## config.mk

```make
export PLATFORM = sky130hd
export DESIGN_NAME = block_mean_stddev
export DESIGN_NICKNAME = d
export VERILOG_FILES = /design/src/bms_pkg.sv /design/src/block_mean_stddev.sv /design/src/bms_ctrl.sv /design/src/bms_dp.sv
export SDC_FILE = /design/constraint.sdc
export NUM_CORES = 2
export LEC_CHECK = 0
export CAP_MARGIN = 25
export CELL_PAD_IN_SITES_DETAIL_PLACEMENT = 0
export CELL_PAD_IN_SITES_GLOBAL_PLACEMENT = 1
export CORE_UTILIZATION = 35
export DETAILED_ROUTE_END_ITERATION = 8
export DONT_BUFFER_PORTS = 1
export HOLD_SLACK_MARGIN = 0.02
export PLACE_DENSITY_LB_ADDON = 0.08
export SYNTH_ARGS = -nofsm -noshare
export SYNTH_HDL_FRONTEND = slang
export SYNTH_HIERARCHICAL = 1
export SYNTH_SLANG_ARGS = --single-unit
```

## constraint.sdc

```tcl
create_clock -name clk -period 10.64 [get_ports clk]
set_input_delay 3.192 -clock clk [delete_from_list [all_inputs] [get_ports clk]]
set_output_delay 3.192 -clock clk [all_outputs]
set_load 0.02 [all_outputs]
```

## src/bms_pkg.sv

```systemverilog
// bms_pkg: shared constants, types and state encoding for block_mean_stddev
`default_nettype none
package bms_pkg;

  localparam int BLOCK_LEN = 16;

  localparam int SAMPLE_W = 12;
  localparam int OUT_W    = 20;
  localparam int CNT_W    = $clog2(BLOCK_LEN);
  localparam int SUM_W    = SAMPLE_W + CNT_W;
  localparam int SQ_W     = 2 * SAMPLE_W + CNT_W;
  localparam int NUM_W    = 2 * SUM_W;
  localparam int RAD_W    = NUM_W + 16;
  localparam int RT_W     = RAD_W / 2;
  localparam int MEAN_W   = SUM_W + 8;
  localparam int DEN_W    = $clog2(BLOCK_LEN * (BLOCK_LEN - 1) + 1);
  localparam int SR_W     = RAD_W + DEN_W;
  localparam int ITER_W   = $clog2(RT_W);

  // root search terms carry the variance divisor, so no division is needed
  localparam logic [SR_W-1:0] VAR_DEN = SR_W'(BLOCK_LEN * (BLOCK_LEN - 1));
  localparam logic [SR_W-1:0] SQRT_E0 = VAR_DEN << (2 * (RT_W - 1));

  localparam logic [CNT_W-1:0]  LAST_CNT   = CNT_W'(BLOCK_LEN - 1);
  localparam logic [ITER_W-1:0] SQRT_LAST  = ITER_W'(RT_W - 1);

  typedef enum logic [2:0] {
    ST_IDLE,
    ST_LOAD,
    ST_VLOAD,
    ST_SQRT,
    ST_OUT
  } state_t;

  typedef struct packed {
    logic acc;        // take one sample beat into the accumulators
    logic mean_load;  // form the mean and the products for the variance
    logic var_load;   // load the radicand, clear the root search
    logic sqrt_step;  // one root digit
    logic out_load;   // move results into the output register
  } dp_cmd_t;

  typedef struct packed {
    logic last;       // next sample closes the block
  } dp_stat_t;

endpackage
`default_nettype wire

```

## src/block_mean_stddev.sv

```systemverilog
// block_mean_stddev: top level, controller plus datapath
//
//   channel  ports                                    handshake
//   input    in_sample[11:0]                          in_valid / in_stall
//   output   out_block_mean[19:0], out_block_stddev   out_valid / out_stall
//
// one sample beat is taken per cycle; the block-end beat is held off while the
// previous block is still being post-processed.
// post-processing steps: products, radicand load, one root bit per cycle with the
// variance divisor folded in, output load; the output load waits while the previous
// result is still held by out_stall.
// synchronous reset clears the count, sums and controller; no clearing pass.
// a stalled result waits in the output register while accumulation continues.
`default_nettype none
module block_mean_stddev (
  input  wire logic                         clk,
  input  wire logic                         rst_n,
  input  wire logic                         in_valid,
  output logic                              in_stall,
  input  wire logic [bms_pkg::SAMPLE_W-1:0] in_sample,
  output logic                              out_valid,
  input  wire logic                         out_stall,
  output logic [bms_pkg::OUT_W-1:0]         out_block_mean,
  output logic [bms_pkg::OUT_W-1:0]         out_block_stddev
);

  bms_pkg::dp_cmd_t  cmd;
  bms_pkg::dp_stat_t stat;

  bms_ctrl u_ctrl (
    .clk       (clk),
    .rst_n     (rst_n),
    .in_valid  (in_valid),
    .in_stall  (in_stall),
    .out_valid (out_valid),
    .out_stall (out_stall),
    .stat      (stat),
    .cmd       (cmd)
  );

  bms_dp u_dp (
    .clk              (clk),
    .rst_n            (rst_n),
    .in_sample        (in_sample),
    .cmd              (cmd),
    .stat             (stat),
    .out_block_mean   (out_block_mean),
    .out_block_stddev (out_block_stddev)
  );

endmodule
`default_nettype wire

```

## src/bms_ctrl.sv

```systemverilog
// bms_ctrl: sequencer for accumulation handshake and block-end post-processing
`default_nettype none
module bms_ctrl (
  input  wire logic             clk,
  input  wire logic             rst_n,
  input  wire logic             in_valid,
  output logic                  in_stall,
  output logic                  out_valid,
  input  wire logic             out_stall,
  input  wire bms_pkg::dp_stat_t stat,
  output bms_pkg::dp_cmd_t      cmd
);

  bms_pkg::state_t state_r, state_nxt;
  logic [bms_pkg::ITER_W-1:0] iter_r, iter_nxt;
  logic out_valid_r, out_valid_nxt;
  logic acc;
  logic out_free;
  logic counting;

  // block-end beat must wait until the previous block is finished
  assign in_stall  = stat.last && (state_r != bms_pkg::ST_IDLE);
  assign acc       = in_valid && !in_stall;
  assign out_free  = !out_valid_r || !out_stall;
  assign out_valid = out_valid_r;

  always_comb begin
    state_nxt = state_r;
    unique case (state_r)
      bms_pkg::ST_IDLE: begin
        if (acc && stat.last) state_nxt = bms_pkg::ST_LOAD;
      end
      bms_pkg::ST_LOAD:  state_nxt = bms_pkg::ST_VLOAD;
      bms_pkg::ST_VLOAD: state_nxt = bms_pkg::ST_SQRT;
      bms_pkg::ST_SQRT: begin
        if (iter_r == bms_pkg::SQRT_LAST) state_nxt = bms_pkg::ST_OUT;
      end
      bms_pkg::ST_OUT: begin
        if (out_free) state_nxt = bms_pkg::ST_IDLE;
      end
      default: state_nxt = bms_pkg::ST_IDLE;
    endcase
  end

  always_comb begin
    cmd     = '0;
    cmd.acc = acc;
    unique case (state_r)
      bms_pkg::ST_IDLE:  ;
      bms_pkg::ST_LOAD:  cmd.mean_load = 1'b1;
      bms_pkg::ST_VLOAD: cmd.var_load = 1'b1;
      bms_pkg::ST_SQRT:  cmd.sqrt_step = 1'b1;
      bms_pkg::ST_OUT:   cmd.out_load = out_free;
      default: ;
    endcase
  end

  assign counting = (state_r == bms_pkg::ST_SQRT);

  always_comb begin
    iter_nxt = '0;
    if (counting && (state_nxt == state_r)) iter_nxt = iter_r + 1'b1;
    out_valid_nxt = out_valid_r && out_stall;
    if (cmd.out_load) out_valid_nxt = 1'b1;
  end

  always_ff @(posedge clk) begin
    if (!rst_n) begin
      state_r     <= bms_pkg::ST_IDLE;
      iter_r      <= '0;
      out_valid_r <= 1'b0;
    end else begin
      state_r     <= state_nxt;
      iter_r      <= iter_nxt;
      out_valid_r <= out_valid_nxt;
    end
  end

endmodule
`default_nettype wire

```

## src/bms_dp.sv

```systemverilog
// bms_dp: accumulators, scaled digit-by-digit square root, output register
`default_nettype none
module bms_dp (
  input  wire logic                          clk,
  input  wire logic                          rst_n,
  input  wire logic [bms_pkg::SAMPLE_W-1:0]  in_sample,
  input  wire bms_pkg::dp_cmd_t              cmd,
  output bms_pkg::dp_stat_t                  stat,
  output logic [bms_pkg::OUT_W-1:0]          out_block_mean,
  output logic [bms_pkg::OUT_W-1:0]          out_block_stddev
);

  localparam int SUM_W  = bms_pkg::SUM_W;
  localparam int SQ_W   = bms_pkg::SQ_W;
  localparam int NUM_W  = bms_pkg::NUM_W;
  localparam int RT_W   = bms_pkg::RT_W;
  localparam int SR_W   = bms_pkg::SR_W;
  localparam int OUT_W  = bms_pkg::OUT_W;
  localparam int MEAN_W = bms_pkg::MEAN_W;

  logic [bms_pkg::CNT_W-1:0] count_r, count_nxt;
  logic [SUM_W-1:0] sum_r, sum_nxt, s1_r;
  logic [SQ_W-1:0]  sq_r, sq_nxt, s2_r;
  logic [SUM_W-1:0] sum_add;
  logic [SQ_W-1:0]  sq_add;
  logic [NUM_W-1:0] prod_r, ns2_r;
  logic [SR_W-1:0]  rem_r, rem_nxt;
  logic [SR_W-1:0]  g_r, g_nxt;
  logic [SR_W-1:0]  e_r, e_nxt;
  logic [SR_W-1:0]  trial;
  logic             sge;
  logic [RT_W-1:0]  sroot_r, sroot_nxt;
  logic [OUT_W-1:0] mean_r;
  logic [OUT_W-1:0] omean_r, osd_r;

  assign stat.last = (count_r == bms_pkg::LAST_CNT);

  assign sum_add = sum_r + SUM_W'(in_sample);
  assign sq_add  = sq_r + SQ_W'(in_sample) * SQ_W'(in_sample);

  always_comb begin
    count_nxt = count_r;
    sum_nxt   = sum_r;
    sq_nxt    = sq_r;
    if (cmd.acc) begin
      if (stat.last) begin
        count_nxt = '0;
        sum_nxt   = '0;
        sq_nxt    = '0;
      end else begin
        count_nxt = count_r + 1'b1;
        sum_nxt   = sum_add;
        sq_nxt    = sq_add;
      end
    end
  end

  always_ff @(posedge clk) begin
    if (!rst_n) begin
      count_r <= '0;
      sum_r   <= '0;
      sq_r    <= '0;
    end else begin
      count_r <= count_nxt;
      sum_r   <= sum_nxt;
      sq_r    <= sq_nxt;
    end
  end

  // block totals, held while the next block accumulates
  always_ff @(posedge clk) begin
    if (cmd.acc && stat.last) begin
      s1_r <= sum_add;
      s2_r <= sq_add;
    end
  end

  // largest r with den*r*r <= radicand, one root bit per step:
  // rem = radicand - den*r*r, g = den*2*r*bit, e = den*bit*bit
  assign trial = g_r + e_r;
  assign sge   = (rem_r >= trial);

  always_comb begin
    rem_nxt   = rem_r;
    g_nxt     = g_r;
    e_nxt     = e_r;
    sroot_nxt = sroot_r;
    if (cmd.var_load) begin
      rem_nxt   = SR_W'({ns2_r - prod_r, 16'b0});
      g_nxt     = '0;
      e_nxt     = bms_pkg::SQRT_E0;
      sroot_nxt = '0;
    end else if (cmd.sqrt_step) begin
      rem_nxt   = sge ? (rem_r - trial) : rem_r;
      g_nxt     = sge ? ((g_r >> 1) + e_r) : (g_r >> 1);
      e_nxt     = e_r >> 2;
      sroot_nxt = {sroot_r[RT_W-2:0], sge};
    end
  end

  always_ff @(posedge clk) begin
    rem_r   <= rem_nxt;
    g_r     <= g_nxt;
    e_r     <= e_nxt;
    sroot_r <= sroot_nxt;
    if (cmd.mean_load) begin
      mean_r <= OUT_W'({s1_r, 8'b0} / MEAN_W'(bms_pkg::BLOCK_LEN));
      prod_r <= NUM_W'(s1_r) * NUM_W'(s1_r);
      ns2_r  <= NUM_W'(bms_pkg::BLOCK_LEN) * NUM_W'(s2_r);
    end
    if (cmd.out_load) begin
      omean_r <= mean_r;
      osd_r   <= sroot_r[OUT_W-1:0];
    end
  end

  assign out_block_mean   = omean_r;
  assign out_block_stddev = osd_r;

endmodule
`default_nettype wire
```

==> results.txt <==
Reg2Reg Depth - 22
Nets - 4589
Fmax - 126.5 MHz
Post-synthesis xor/xnor area fraction - 5.887%
Worst-skew pair later-pin latency - 0.63 ns
Compound-Gate Fraction of Synth Area - 17.87%
Top cell type by total area after synthesis - edfxtp_1
Final hold vios - 0
Input/output buffers - 0
Final Max Tran Viols - 0
Top FF cell, synth - edfxtp_1
Number of synthesis warnings - 6
Most frequent CP cell - inv_1
CTS root buf - clkbuf_16
CP Launch Type - input pin
Post-synth top area share - 15.58%
Mux contribution to synthesized area - 1.532%
Post-route clock skew - 0.03426 ns
Slew HR - 28.51%
Reg2reg start - u_dp/e_r[17]$_SDFFE_PP0P_
Min-Delay Path Class - flip-flop to flip-flop
Critical path endpoint category - flip-flop
DR iter-0 viols - 1483
DR vias/cell - 5.047
Synth Instances - 4061
Minimum clock period - 7.902 ns
Placement row count - 117
Async SR Flop Fraction - 0%
Final Setup Violations - 0
Maximum buffer depth of the clock tree - 3
Critical path class - input pin to flip-flop
Total power - 5.947 mW
Post-cts gate resize count - 0
GRT Util Overall - 19.27%
Unique masters post-synth - 93
Outcome - completed
GPL Wtd Cong - 0.8188
Synth Cell Area - 35860 sq um
Slowest cell on crit path - o31ai_1
Hold buffers post-CTS - 0
Initial Util - 35.29%
CTS tree - done
Pwr dens - 153.6 nW/um^2
Max-Cap Viols - 0
Fin util - 38.10%
Critical path fanouts, max - 11
Residual DRC - 0
Slew @ Worst Pin - 1.064 ns
Largest family of logic cells by synthesized area - adder cells
R2R setup slack - 3.41 ns
RR Endpoint - u_dp/rem_r[46]$_DFFE_PP_
Die area - 103700 sq um
CTS sink cnt - 370
Syn avg cell area - 8.829 sq um
Setup repair bufs after CTS - 0
Area Overhead vs Synth - 7.960%
Setup TNS - 0 ns
Remaining global-route overflow - 0
Critical Path End - u_dp/sq_r[27]$_SDFFE_PN0P_
Unrepaired setup endpoints after global routing - false
Vias in the first global route - 27672
Post-synthesis simple-gate area fraction - 14.17%
Area contributors post-synth - edfxtp_1 (16%), fa_1 (15%), ha_1 (12%)
First-pass GRT wire length - 157.9 mm
Initial antenna violation count - 2
CP Launch Point - in_sample[6]
H-tree levels - 2
Post-synth EDFFs - 186
DRT Pass-1 Iters - 5
TritonCTS Buffers - 49
WL/cell - 18.40 microns
Detailed-route via count - 27112
I/O Pins - 58
Share of cells above drive strength 1 - 4.221%
Height of the die - 322.1 microns
Post-DP HPWL - 76.46 mm
Yosys reg bits - 370
Clock transition at path regs - 0.07 ns
CP required - 11.18 ns
Post-layout worst setup margin - 2.738 ns
CP Data Arrival Time - 8.44 ns
Peak VDD IR - 0.1965 mV
Pin count of the biggest net entering global routing - 78
Final worst path period share - 74.27%
N_diodes - 0
Sequential share of the synthesized area - 25.85%
Max incr delay on CP - 0.53 ns
DP Worst Slack - 2.115 ns
Fraction of the mapped netlist area in adder cells - 26.76%
Die X - 322.1 microns
Core area - 101600 sq um
Antenna Nets Post-Route - 0
WL final - 98.82 mm
Cells along the critical path - inv_1 -> nor2_1 -> fa_1 -> inv_1 -> fa_1 -> inv_1 -> fa_1 -> inv_1 -> fa_1 -> fa_1 -> inv_1 -> ha_1 -> inv_1 -> o21ai_1 -> nand2_1 -> o31ai_1 -> o21ai_0 -> o211ai_1 -> a31oi_1 -> or3_1 -> a31oi_1
Leakage power - 17.30 nW
==> routing by layer <==
| layer | wire length (microns) | track usage (%) | up-vias | part of all wire [%] |
|---|---|---|---|---|
| li1 | - | - | 13782 | - |
| met1 | 48770 | 27.02 | 12909 | 49 |
| met2 | 44900 | 31.25 | 309 | 45 |
| met3 | 2859 | 2.477 | 112 | 2.9 |
| met4 | 2292 | 4.720 | 0 | 2.3 |
| met5 | 0 | 0 | - | 0 |
==> worst min-delay path by stage <==
stage | start | endpoint | slack [ns] | depth (start not counted)
final | u_dp/s2_r[20]$_DFFE_PP_ | u_dp/ns2_r[24]$_DFFE_PP_ | 0.41 | 0
after global routing | u_dp/s2_r[19]$_DFFE_PP_ | u_dp/ns2_r[23]$_DFFE_PP_ | 0.42 | 0
after global placement | u_dp/s2_r[27]$_DFFE_PP_ | u_dp/ns2_r[31]$_DFFE_PP_ | 0.40 | 0
after floorplan | u_dp/s2_r[6]$_DFFE_PP_ | u_dp/ns2_r[10]$_DFFE_PP_ | 0.40 | 0
after detailed placement | u_dp/s2_r[8]$_DFFE_PP_ | u_dp/ns2_r[12]$_DFFE_PP_ | 0.40 | 0
after CTS | u_dp/s2_r[20]$_DFFE_PP_ | u_dp/ns2_r[24]$_DFFE_PP_ | 0.42 | 0
==> power by group <==
| part | switching [mW] | internal [mW] |
|---|---|---|
| Combinational | 1.59 | 0.967 |
| Clock | 0.721 | 0.976 |
| Sequential | 0.0491 | 1.65 |
| Total | 2.36 | 3.59 |
==> layout by cell type (no fill, tap or decap), types with 9 or more instances in the layout <==
master	count
nor2_1	279
a22oi_1	20
nand3_1	79
o21ai_1	19
nand2_1	367
o22ai_1	24
inv_1	539
o211ai_1	20
clkinv_2	10
nor4_1	12
o21bai_1	54
clkbuf_16	50
and3_1	32
o31ai_1	22
or3_1	15
xnor2_1	164
buf_4	34
o21a_1	32
dfxtp_1	184
edfxtp_1	186
a21o_1	123
a31oi_1	28
nor3_1	31
fa_1	265
a41oi_1	9
a311oi_1	35
a221oi_1	10
nor2b_1	25
a21oi_1	299
nand2b_1	34
nand4_1	60
o21ai_0	146
and2_1	102
a21boi_0	10
xor2_1	77
a211oi_1	33
mux2i_1	50
ha_1	343
==> logic make-up (layout without fill, tap and decap cells) <==
family	Yosys count	after routing
buf+inv	728	668
mux	54	54
compound gates	979	979
xor+xnor	241	241
fa+ha+maj	608	608
simple gates	1080	1080
flops	370	370
other cells	1	4
==> Yosys cell counts (79+ instances only) <==
cell / n
nand3_1: 79
inv_1: 541
o21ai_0: 146
and2_1: 103
a21o_1: 123
edfxtp_1: 186
fa_1: 265
a21oi_1: 300
ha_1: 343
clkbuf_1: 130
nor2_1: 279
xnor2_1: 164
dfxtp_1: 184
nand2_1: 367
==> worst max-delay path: cells and delay by family <==
kind / cells / cell delay, ns
buffers and inverters: 6 / 0.40
AO/OA/AOI/OAI: 6 / 1.50
AND/OR/NAND/NOR: 3 / 0.60
adder cells (fa/ha/maj): 6 / 2.75
==> state kept, by name, indices dropped and copies added, names as in the netlist, 15 cells and up <==
register,cells
u_dp/s1_r,16
u_dp/sroot_r,20
u_dp/ns2_r,28
u_dp/s2_r,28
u_dp/sum_r,16
u_dp/out_block_mean,16
u_dp/prod_r,31
u_dp/mean_r,15
u_dp/sq_r,28
u_dp/rem_r,56
u_dp/g_r,56
u_dp/out_block_stddev,20
u_dp/e_r,27
==> layout make-up <==
type | count | area [sq um]
inverters | 544 | 2044
repair buffers | 34 | 255.2
well taps | 1368 | 1712
flip-flops and latches | 370 | 9269
fillers | 10547 | 62890
multi-input cells | 2966 | 23800
clock buffers | 55 | 1280
clock inverters | 35 | 351.6
==> stage by stage <==
step / std cells / area [sq um] / hold WS (ns)
floorplan: 4064 / 35870 / 0.4003
global placement: 5282 / 37080 / 0.4024
detailed placement: 5282 / 37080 / 0.4045
CTS: 5372 / 38710 / 0.4155
global route: 5372 / 38710 / 0.4215
finish: 5372 / 38710 / 0.4144
No activity file was read; power rests on OpenSTA's default activity.
